$ cat src/rtl/core/modular_exponentiation_defines.svh
// ----------------------------------------------------------------------------
// modular exponentiation assertion macros
// shared property forms used by the sequencer and the multiplier
// ----------------------------------------------------------------------------
`ifndef MODULAR_EXPONENTIATION_DEFINES_SVH
`define MODULAR_EXPONENTIATION_DEFINES_SVH

// same-cycle implication, checked outside reset
`define MEXP_ASSERT_NOW(label, ante, cons, msg) \
    label: assert property (@(posedge clk) disable iff (!rst_n) (ante) |-> (cons)) \
        else $error(msg);

// next-cycle implication, checked outside reset
`define MEXP_ASSERT_NEXT(label, ante, cons, msg) \
    label: assert property (@(posedge clk) disable iff (!rst_n) (ante) |=> (cons)) \
        else $error(msg);

`endif

$ cat src/rtl/core/mexp_pkg.sv
// ----------------------------------------------------------------------------
// mexp_pkg
// widths, register indexes, microcode format and program of the exponentiator
// ----------------------------------------------------------------------------
`timescale 1ns / 1ps

package mexp_pkg;

    // operand width of the datapath and the fixed width of the ports
    localparam int WIDTH  = 32;
    localparam int DATA_W = 32;
    localparam int CNT_W  = $clog2(WIDTH);

    // configuration register indexes
    localparam logic REG_EXPONENT = 1'b0;
    localparam logic REG_MODULUS  = 1'b1;

    // multiplier operations
    localparam logic [1:0] MUL_NONE = 2'd0;
    localparam logic [1:0] MUL_RED  = 2'd1;  // x = (1 * x) mod m
    localparam logic [1:0] MUL_RX   = 2'd2;  // r = (r * x) mod m
    localparam logic [1:0] MUL_XX   = 2'd3;  // x = (x * x) mod m

    // jump conditions
    localparam logic [2:0] COND_NONE    = 3'd0;
    localparam logic [2:0] COND_ALWAYS  = 3'd1;
    localparam logic [2:0] COND_M_SMALL = 3'd2;
    localparam logic [2:0] COND_E_ZERO  = 3'd3;
    localparam logic [2:0] COND_E_EVEN  = 3'd4;

    // program addresses
    localparam int PC_W = 3;
    localparam logic [PC_W-1:0] PC_INIT   = 3'd0;
    localparam logic [PC_W-1:0] PC_REDUCE = 3'd1;
    localparam logic [PC_W-1:0] PC_LOOP   = 3'd2;
    localparam logic [PC_W-1:0] PC_TEST   = 3'd3;
    localparam logic [PC_W-1:0] PC_MUL    = 3'd4;
    localparam logic [PC_W-1:0] PC_SQUARE = 3'd5;
    localparam logic [PC_W-1:0] PC_FIN    = 3'd6;
    localparam logic [PC_W-1:0] PC_ZERO   = 3'd7;

    // one control word
    typedef struct packed {
        logic [1:0]      mul_op;
        logic [2:0]      cond;
        logic [PC_W-1:0] target;
        logic            shift_e;
        logic            fin;
        logic            fin_zero;
    } ucode_t;

    // sequencer to datapath controls
    typedef struct packed {
        logic       mul_go;
        logic [1:0] mul_op;
        logic       shift_e;
        logic       fin;
        logic       fin_zero;
    } ctl_t;

    // datapath to sequencer status
    typedef struct packed {
        logic m_small;
        logic e_zero;
        logic e_lsb;
    } stat_t;

    // program rom: right-to-left square and multiply
    function automatic ucode_t ucode_rom(input logic [PC_W-1:0] pc);
        ucode_t w;
        w = '{mul_op: MUL_NONE, cond: COND_NONE, target: PC_INIT,
              shift_e: 1'b0, fin: 1'b0, fin_zero: 1'b0};
        case (pc)
            PC_INIT:
            begin
                w.cond   = COND_M_SMALL;
                w.target = PC_ZERO;
            end
            PC_REDUCE:
            begin
                w.mul_op = MUL_RED;
            end
            PC_LOOP:
            begin
                w.cond   = COND_E_ZERO;
                w.target = PC_FIN;
            end
            PC_TEST:
            begin
                w.cond   = COND_E_EVEN;
                w.target = PC_SQUARE;
            end
            PC_MUL:
            begin
                w.mul_op = MUL_RX;
            end
            PC_SQUARE:
            begin
                w.mul_op  = MUL_XX;
                w.shift_e = 1'b1;
                w.cond    = COND_ALWAYS;
                w.target  = PC_LOOP;
            end
            PC_FIN:
            begin
                w.fin = 1'b1;
            end
            PC_ZERO:
            begin
                w.fin_zero = 1'b1;
            end
            default:
            begin
                w.fin_zero = 1'b1;
            end
        endcase
        return w;
    endfunction

endpackage

$ cat src/rtl/core/mexp_mulmod.sv
// ----------------------------------------------------------------------------
// mexp_mulmod
// bit-serial interleaved modular multiplier, one multiplier bit per cycle
// ----------------------------------------------------------------------------
`timescale 1ns / 1ps
`include "modular_exponentiation_defines.svh"

module mexp_mulmod (
    input  logic                        clk,
    input  logic                        rst_n,
    input  logic                        go,
    input  logic [mexp_pkg::WIDTH-1:0]  a,
    input  logic [mexp_pkg::WIDTH-1:0]  b,
    input  logic [mexp_pkg::WIDTH-1:0]  m,
    output logic                        done,
    output logic [mexp_pkg::WIDTH-1:0]  product
);
    import mexp_pkg::*;

    localparam int SW = WIDTH + 2;

    logic             busy_reg, busy_next;
    logic             done_reg, done_next;
    logic [CNT_W-1:0] cnt_reg, cnt_next;
    logic [WIDTH-1:0] acc_reg, acc_next;
    logic [WIDTH-1:0] a_reg, a_next;
    logic [WIDTH-1:0] b_reg, b_next;
    logic [WIDTH-1:0] m_reg, m_next;

    logic [SW-1:0] sum;
    logic [SW-1:0] m1;
    logic [SW-1:0] m2;
    logic [SW-1:0] red;
    logic          last;

    // acc = 2*acc + bit*a, then take off m or 2m (sum stays below 3m)
    always_comb
    begin
        sum = {1'b0, acc_reg, 1'b0} + (b_reg[WIDTH-1] ? SW'(a_reg) : '0);
        m1  = SW'(m_reg);
        m2  = {1'b0, m_reg, 1'b0};
        if (sum >= m2)
        begin
            red = sum - m2;
        end
        else if (sum >= m1)
        begin
            red = sum - m1;
        end
        else
        begin
            red = sum;
        end
    end

    assign last = (cnt_reg == CNT_W'(WIDTH - 1));

    // step control and operand capture
    always_comb
    begin
        busy_next = busy_reg;
        done_next = 1'b0;
        cnt_next  = cnt_reg;
        acc_next  = acc_reg;
        a_next    = a_reg;
        b_next    = b_reg;
        m_next    = m_reg;
        if (go)
        begin
            busy_next = 1'b1;
            cnt_next  = '0;
            acc_next  = '0;
            a_next    = a;
            b_next    = b;
            m_next    = m;
        end
        else if (busy_reg)
        begin
            acc_next = red[WIDTH-1:0];
            b_next   = {b_reg[WIDTH-2:0], 1'b0};
            cnt_next = cnt_reg + 1'b1;
            if (last)
            begin
                busy_next = 1'b0;
                done_next = 1'b1;
            end
        end
    end

    // control registers
    always_ff @(posedge clk or negedge rst_n)
    begin
        if (!rst_n)
        begin
            busy_reg <= 1'b0;
            done_reg <= 1'b0;
            cnt_reg  <= '0;
        end
        else
        begin
            busy_reg <= busy_next;
            done_reg <= done_next;
            cnt_reg  <= cnt_next;
        end
    end

    // operand registers
    always_ff @(posedge clk)
    begin
        acc_reg <= acc_next;
        a_reg   <= a_next;
        b_reg   <= b_next;
        m_reg   <= m_next;
    end

    assign done    = done_reg;
    assign product = acc_reg;

    `MEXP_ASSERT_NOW(a_mul_reduced, done_reg, acc_reg < m_reg,
        "mulmod product not below modulus")
    `MEXP_ASSERT_NOW(a_mul_no_overlap, go, !busy_reg,
        "mulmod started while busy")
    `MEXP_ASSERT_NEXT(a_mul_finish, busy_reg && last && !go, done_reg,
        "mulmod missed its done pulse")

endmodule

$ cat src/rtl/core/mexp_seq.sv
// ----------------------------------------------------------------------------
// mexp_seq
// microcode sequencer: step counter, program rom and conditional jumps
// ----------------------------------------------------------------------------
`timescale 1ns / 1ps
`include "modular_exponentiation_defines.svh"

module mexp_seq (
    input  logic            clk,
    input  logic            rst_n,
    input  logic            launch,
    input  mexp_pkg::stat_t stat,
    input  logic            mul_done,
    output mexp_pkg::ctl_t  ctl,
    output logic            running
);
    import mexp_pkg::*;

    logic [PC_W-1:0] pc_reg, pc_next;
    logic            run_reg, run_next;
    logic            issued_reg, issued_next;

    ucode_t word;
    logic   has_mul;
    logic   step_end;
    logic   taken;

    assign word    = ucode_rom(pc_reg);
    assign has_mul = (word.mul_op != MUL_NONE);

    // a step with a multiply ends when the unit reports done
    assign step_end = run_reg && (!has_mul || (issued_reg && mul_done));

    // jump condition select
    always_comb
    begin
        case (word.cond)
            COND_NONE:    taken = 1'b0;
            COND_ALWAYS:  taken = 1'b1;
            COND_M_SMALL: taken = stat.m_small;
            COND_E_ZERO:  taken = stat.e_zero;
            COND_E_EVEN:  taken = !stat.e_lsb;
            default:      taken = 1'b0;
        endcase
    end

    // step counter and run flag
    always_comb
    begin
        pc_next     = pc_reg;
        run_next    = run_reg;
        issued_next = issued_reg;
        if (launch)
        begin
            pc_next     = PC_INIT;
            run_next    = 1'b1;
            issued_next = 1'b0;
        end
        else if (run_reg)
        begin
            if (has_mul && !issued_reg)
            begin
                issued_next = 1'b1;
            end
            if (step_end)
            begin
                issued_next = 1'b0;
                pc_next     = taken ? word.target : pc_reg + 1'b1;
                if (word.fin || word.fin_zero)
                begin
                    run_next = 1'b0;
                end
            end
        end
    end

    always_ff @(posedge clk or negedge rst_n)
    begin
        if (!rst_n)
        begin
            pc_reg     <= PC_INIT;
            run_reg    <= 1'b0;
            issued_reg <= 1'b0;
        end
        else
        begin
            pc_reg     <= pc_next;
            run_reg    <= run_next;
            issued_reg <= issued_next;
        end
    end

    // controls toward the datapath
    always_comb
    begin
        ctl.mul_go   = run_reg && has_mul && !issued_reg;
        ctl.mul_op   = word.mul_op;
        ctl.shift_e  = step_end && word.shift_e;
        ctl.fin      = step_end && word.fin;
        ctl.fin_zero = step_end && word.fin_zero;
    end

    assign running = run_reg;

    `MEXP_ASSERT_NEXT(a_seq_launch, launch, run_reg && (pc_reg == PC_INIT),
        "sequencer did not start at the first step")
    `MEXP_ASSERT_NEXT(a_seq_stop, ctl.fin || ctl.fin_zero, !run_reg,
        "sequencer kept running after the final step")
    `MEXP_ASSERT_NOW(a_seq_done_expected, mul_done, run_reg && issued_reg && has_mul,
        "multiplier done without an issued multiply")

endmodule

$ cat src/rtl/core/modular_exponentiation.sv
// ----------------------------------------------------------------------------
// modular_exponentiation
// base ** exponent mod modulus by right-to-left square and multiply
// ----------------------------------------------------------------------------
//  channel   ports                          transfer
//  input     start, busy, base              start high while busy low
//  result    done, residue                  done high, one cycle, no stall
//  config    cfg_we, cfg_idx, cfg_data      cfg_we high
//
//  each modular multiply runs through the bit-serial unit;
//  an item needs 1 + bits + ones multiplies,
//  bits the exponent length and ones its set bits
//  a modulus below two answers 0
//  reset clears the sequencer and sets exponent 1, modulus 2
//  the result is shown for one cycle; the receiver cannot stall it
// ----------------------------------------------------------------------------
`timescale 1ns / 1ps

module modular_exponentiation (
    input  logic                        clk,
    input  logic                        rst_n,
    input  logic                        start,
    output logic                        busy,
    input  logic [mexp_pkg::DATA_W-1:0] base,
    input  logic                        cfg_we,
    input  logic                        cfg_idx,
    input  logic [mexp_pkg::DATA_W-1:0] cfg_data,
    output logic                        done,
    output logic [mexp_pkg::DATA_W-1:0] residue
);
    import mexp_pkg::*;

    logic [DATA_W-1:0] exponent_reg;
    logic [DATA_W-1:0] modulus_reg;

    logic [WIDTH-1:0] r_reg;
    logic [WIDTH-1:0] x_reg;
    logic [WIDTH-1:0] e_reg;
    logic [WIDTH-1:0] m_reg;

    logic              done_reg;
    logic [DATA_W-1:0] residue_reg;

    logic             accept;
    logic             running;
    ctl_t             ctl;
    stat_t            stat;
    logic             mul_done;
    logic [WIDTH-1:0] product;
    logic [WIDTH-1:0] mul_a;

    assign accept = start && !running;

    // configuration registers
    always_ff @(posedge clk or negedge rst_n)
    begin
        if (!rst_n)
        begin
            exponent_reg <= DATA_W'(1);
            modulus_reg  <= DATA_W'(2);
        end
        else if (cfg_we)
        begin
            case (cfg_idx)
                REG_EXPONENT: exponent_reg <= cfg_data;
                REG_MODULUS:  modulus_reg  <= cfg_data;
                default:      modulus_reg  <= modulus_reg;
            endcase
        end
    end

    // status toward the sequencer
    always_comb
    begin
        stat.m_small = (m_reg < WIDTH'(2));
        stat.e_zero  = (e_reg == '0);
        stat.e_lsb   = e_reg[0];
    end

    // multiplicand select; the multiplier is always x
    always_comb
    begin
        case (ctl.mul_op)
            MUL_RED: mul_a = WIDTH'(1);
            MUL_RX:  mul_a = r_reg;
            MUL_XX:  mul_a = x_reg;
            default: mul_a = x_reg;
        endcase
    end

    // working registers
    always_ff @(posedge clk)
    begin
        if (accept)
        begin
            r_reg <= WIDTH'(1);
            x_reg <= WIDTH'(base);
            e_reg <= WIDTH'(exponent_reg);
            m_reg <= WIDTH'(modulus_reg);
        end
        else
        begin
            if (mul_done)
            begin
                case (ctl.mul_op)
                    MUL_RX:  r_reg <= product;
                    MUL_RED: x_reg <= product;
                    MUL_XX:  x_reg <= product;
                    default: x_reg <= x_reg;
                endcase
            end
            if (ctl.shift_e)
            begin
                e_reg <= {1'b0, e_reg[WIDTH-1:1]};
            end
        end
    end

    // result strobe
    always_ff @(posedge clk or negedge rst_n)
    begin
        if (!rst_n)
        begin
            done_reg <= 1'b0;
        end
        else
        begin
            done_reg <= ctl.fin || ctl.fin_zero;
        end
    end

    // result value
    always_ff @(posedge clk)
    begin
        if (ctl.fin)
        begin
            residue_reg <= DATA_W'(r_reg);
        end
        else if (ctl.fin_zero)
        begin
            residue_reg <= '0;
        end
    end

    mexp_seq u_seq (
        .clk      (clk),
        .rst_n    (rst_n),
        .launch   (accept),
        .stat     (stat),
        .mul_done (mul_done),
        .ctl      (ctl),
        .running  (running)
    );

    mexp_mulmod u_mul (
        .clk     (clk),
        .rst_n   (rst_n),
        .go      (ctl.mul_go),
        .a       (mul_a),
        .b       (x_reg),
        .m       (m_reg),
        .done    (mul_done),
        .product (product)
    );

    assign busy    = running;
    assign done    = done_reg;
    assign residue = residue_reg;

endmodule
$ cat config.mk
export PLATFORM = sky130hd
export DESIGN_NAME = modular_exponentiation
export DESIGN_NICKNAME = d
export VERILOG_FILES = /design/src/rtl/core/mexp_pkg.sv /design/src/rtl/core/mexp_mulmod.sv /design/src/rtl/core/mexp_seq.sv /design/src/rtl/core/modular_exponentiation.sv
export VERILOG_INCLUDE_DIRS = /design/src /design/src/rtl/core
export SDC_FILE = /design/constraint.sdc
export NUM_CORES = 1
export LEC_CHECK = 0
export BUFFER_PORTS_ARGS = -buffer_cell sky130_fd_sc_hd__buf_4
export CAP_MARGIN = 20
export CORE_MARGIN = 4
export CORE_UTILIZATION = 30
export DETAILED_ROUTE_END_ITERATION = 8
export PLACE_DENSITY = 0.47
export REMOVE_ABC_BUFFERS = 1
export SLEW_MARGIN = 20
export SYNTH_ARGS = -nofsm -noshare
export SYNTH_HDL_FRONTEND = slang
export SYNTH_HIERARCHICAL = 1
export SYNTH_SLANG_ARGS = --single-unit
$ cat constraint.sdc
create_clock -name clk -period 7.27 [get_ports clk]
set_input_delay 0 -clock clk [delete_from_list [all_inputs] [get_ports clk]]
set_output_delay 0 -clock clk [all_outputs]
set_load 0.01 [all_outputs]
==> impl_metrics.tcl <==
set metrics [dict create \
    rsz0062_at_grt "false" \
    via_count_of_the_first_global_routing_pass 15100 \
    clkTransAtPathRegs_ps 60 \
    grt_antenna_before_repair 0 \
    compound_gate_fraction_of_synth_area 0.135 \
    antenna-diode-count 0 \
    core_region_area_um2 66200 \
    grt_pass1_wl_um 87600 \
    drtIter0Drc 895 \
    status "complete, no violations" \
    timing.max_cap.violations 0 \
    start_util 0.304 \
    post_place_cells 2888 \
    finalCritPeriodShare 0.916 \
    die_w_um 267 \
    hold_viol_final 0 \
    fin_worst_skew_ps 28.8 \
    share_of_final_layout_standard_cells_stronger_than_drive_strength_1 0.152 \
    setup_ws_ps 611 \
    synth_seq_cells 365 \
    final_weighted_congestion_in_routability_driven_placement 0.924 \
    postRouteWirelength_um 55400 \
    cp-start-kind "flip-flop" \
    timing.slew.headroom 0.316 \
    arrival_ps 7150 \
    synthMuxAreaShare 0.0655 \
    die_h_um 267 \
    worstMarginPinSlew_ps 1030 \
    critPathRequiredTime_ps 7760 \
    min_period_ps 6660 \
    max_clk_rate_ghz 0.150 \
    clock_latency_ps 570 \
    hold_class "input port to flip-flop" \
    synth_async_sr_flop_share 0.211 \
    netlist_area_um2 20100 \
    synth_largest_type_area_fraction 0.334 \
    die_area_um2 71400 \
    top_ports 103 \
    tritoncts "built" \
    worstPathMaxFanout 47 \
    finish.cell_count_without_fillers 3036 \
    setup.worst_path.class "flip-flop to flip-flop" \
    seq_area_frac_synth 0.493 \
    synth_cell_types 87 \
    timing.critical_path.to_type "flip-flop" \
    pin_count_of_the_biggest_net_entering_global_routing 82 \
    setup_viol 0 \
    cts_post_setup_buffers_inserted 0 \
    tritoncts_num_sinks 365 \
    globalRouteOverflowTotal 0 \
    antenna_left 0 \
    h-tree-depth 2 \
    grt_usage 0.155 \
    max-clock-path-buffers 3 \
    ctsRootBufferMaster "sky130_fd_sc_hd__clkbuf_16" \
    timing_max_transition_violations_final 0 \
    port_buffers 102 \
    postSynthAreaPerCell_um2 10.1 \
    synth_top_area_cell "sky130_fd_sc_hd__edfxtp_1" \
    dp_hpwl_um 41500 \
    num_vias 15000 \
    wire_per_inst_um 18.3 \
    synth_xor_area_frac 0.0348 \
    number_of_buffers_added_by_the_clock_tree_synthesis_step 42 \
    detailedPlace.worstSlack_ps 751 \
    synth-edff-count 224 \
    cell_with_the_most_instances_after_synthesis "sky130_fd_sc_hd__nand2_1" \
    first_pass_iters 5 \
    avgViaCountPerCell 4.95 \
    synthAdderAreaFrac 0.0694 \
    main_combinational_cell_family_by_area_after_synthesis "simple AND/OR/NAND/NOR gates" \
    synth_simple_gate_area_share 0.166 \
    synth_top_cells_by_count "sky130_fd_sc_hd__nand2_1 (390), sky130_fd_sc_hd__edfxtp_1 (224), sky130_fd_sc_hd__a21oi_1 (137)" \
    number_of_nets_in_the_layout 2318 \
    ys.warnings.count 6 \
    fillerInstances 6632 \
    synth-main-ff-cell "sky130_fd_sc_hd__edfxtp_1" \
    post_synth_main_area_contributors "sky130_fd_sc_hd__edfxtp_1 (33%), sky130_fd_sc_hd__dfrtp_1 (9.3%), sky130_fd_sc_hd__nand2_1 (7.3%), sky130_fd_sc_hd__ha_1 (6.6%), sky130_fd_sc_hd__dfxtp_1 (6.4%)" \
    synthToLayoutAreaGrowth_pct 18.9 \
    drc 0 \
    fp-row-count 94 \
    synth_cells 1985 \
]
-- metal layers --
layer | vias up | global-route usage | part of all wire
li1 | 7432 | - | -
met1 | 7236 | 0.224 | 0.50
met2 | 268 | 0.245 | 0.45
met3 | 93 | 0.0178 | 0.030
met4 | 0 | 0.0495 | 0.028
met5 | - | 0 | 0
-- cells in the final DEF, fill, tap and decap left out, drive strengths merged, types with 9 or more instances in the layout --
master,Yosys,layout
a211oi,28,28
a21o,27,27
a21oi,138,138
a31oi,13,13
and2,71,71
and3,9,9
buf,43,128
bufinv,0,9
clkbuf,45,47
clkinv,0,13
dfrtp,75,75
dfxtp,64,64
dlygate4sd3,0,70
edfxtp,224,224
ha,107,107
inv,72,74
mux2,100,100
mux2i,16,16
nand2,390,390
nand2b,16,16
nand3,34,34
nand4,21,21
nor2,92,92
nor2b,11,11
nor3,25,25
nor4,25,25
o211ai,13,13
o21a,15,15
o21ai,108,108
o21bai,11,11
xnor2,46,46
xor2,34,34
-- cell families after synthesis --
kind of cell    Yosys count
xor+xnor                 80
compound gates          428
flops                   365
fa+ha+maj               110
buf+inv                 160
simple gates            726
mux                     116
-- stage by stage --
stage          hold slack [ps]   util  area, um^2  setup TNS, ps
2_1_floorplan             -296      -       19700        -531910
3_5_place_dp              -179  0.328       21700              0
4_1_cts                    102  0.361       23900              0
6_report                   112  0.362       24000              0
5_1_grt                    136  0.362       24000              0
3_3_place_gp              -179  0.328       21700              0
-- path summary, 6_finish.rpt --
kind,startpoint,endpoint,slack (ps),cells after the start
worst max-delay path,u_mul/b_reg[31],u_mul/product[4],610,23
worst max register to register,u_mul/b_reg[31],u_mul/product[4],610,23
worst min-delay path,start,e_reg[9],110,4
max in group asynchronous,rst_n,exponent_reg[28],6410,3
worst min register to register,m_reg[0],u_mul/m_reg[0],430,0
min in group asynchronous,rst_n,u_mul/done,220,3
-- worst max-delay path: stages (launching register included) --
cell and delay, ps:
sky130_fd_sc_hd__edfxtp_1 790, sky130_fd_sc_hd__and2_1 230, sky130_fd_sc_hd__ha_1 190, sky130_fd_sc_hd__inv_1 70, sky130_fd_sc_hd__fa_1 400, sky130_fd_sc_hd__nor2b_1 180
sky130_fd_sc_hd__o31a_1 210, sky130_fd_sc_hd__o21ai_2 110, sky130_fd_sc_hd__o41a_4 410, sky130_fd_sc_hd__o31ai_1 280, sky130_fd_sc_hd__nor2_1 90, sky130_fd_sc_hd__xnor2_1 490
sky130_fd_sc_hd__ha_1 370, sky130_fd_sc_hd__nand4_1 130, sky130_fd_sc_hd__nor4_1 570, sky130_fd_sc_hd__a21boi_0 440, sky130_fd_sc_hd__a311o_1 190, sky130_fd_sc_hd__o22ai_1 100
sky130_fd_sc_hd__nor2_1 220, sky130_fd_sc_hd__nor4_4 60, sky130_fd_sc_hd__buf_12 200, sky130_fd_sc_hd__or3_1 430, sky130_fd_sc_hd__a31o_2 280, sky130_fd_sc_hd__o21ai_0 60
-- layout make-up --
type / count / area [um^2] / area share
flip-flops and latches: 365 / 9940 / 0.415
multi-input cells: 1460 / 9490 / 0.396
repair buffers: 198 / 1690 / 0.0707
clock buffers: 47 / 1090 / 0.0455
well taps: 864 / 1080 / 0.0451
clock inverters: 30 / 397 / 0.0166
inverters: 72 / 273 / 0.0114
-- repair_timing --
item,in CTS,in global routing
hold endpoints to repair,171,2
setup endpoints to repair,0,0
hold buffers,69,1
gates resized for setup,0,0
Power is left out: the tool's default activity adds up to more than one toggle a clock period on the data nets, which glitch-free logic cannot reach.
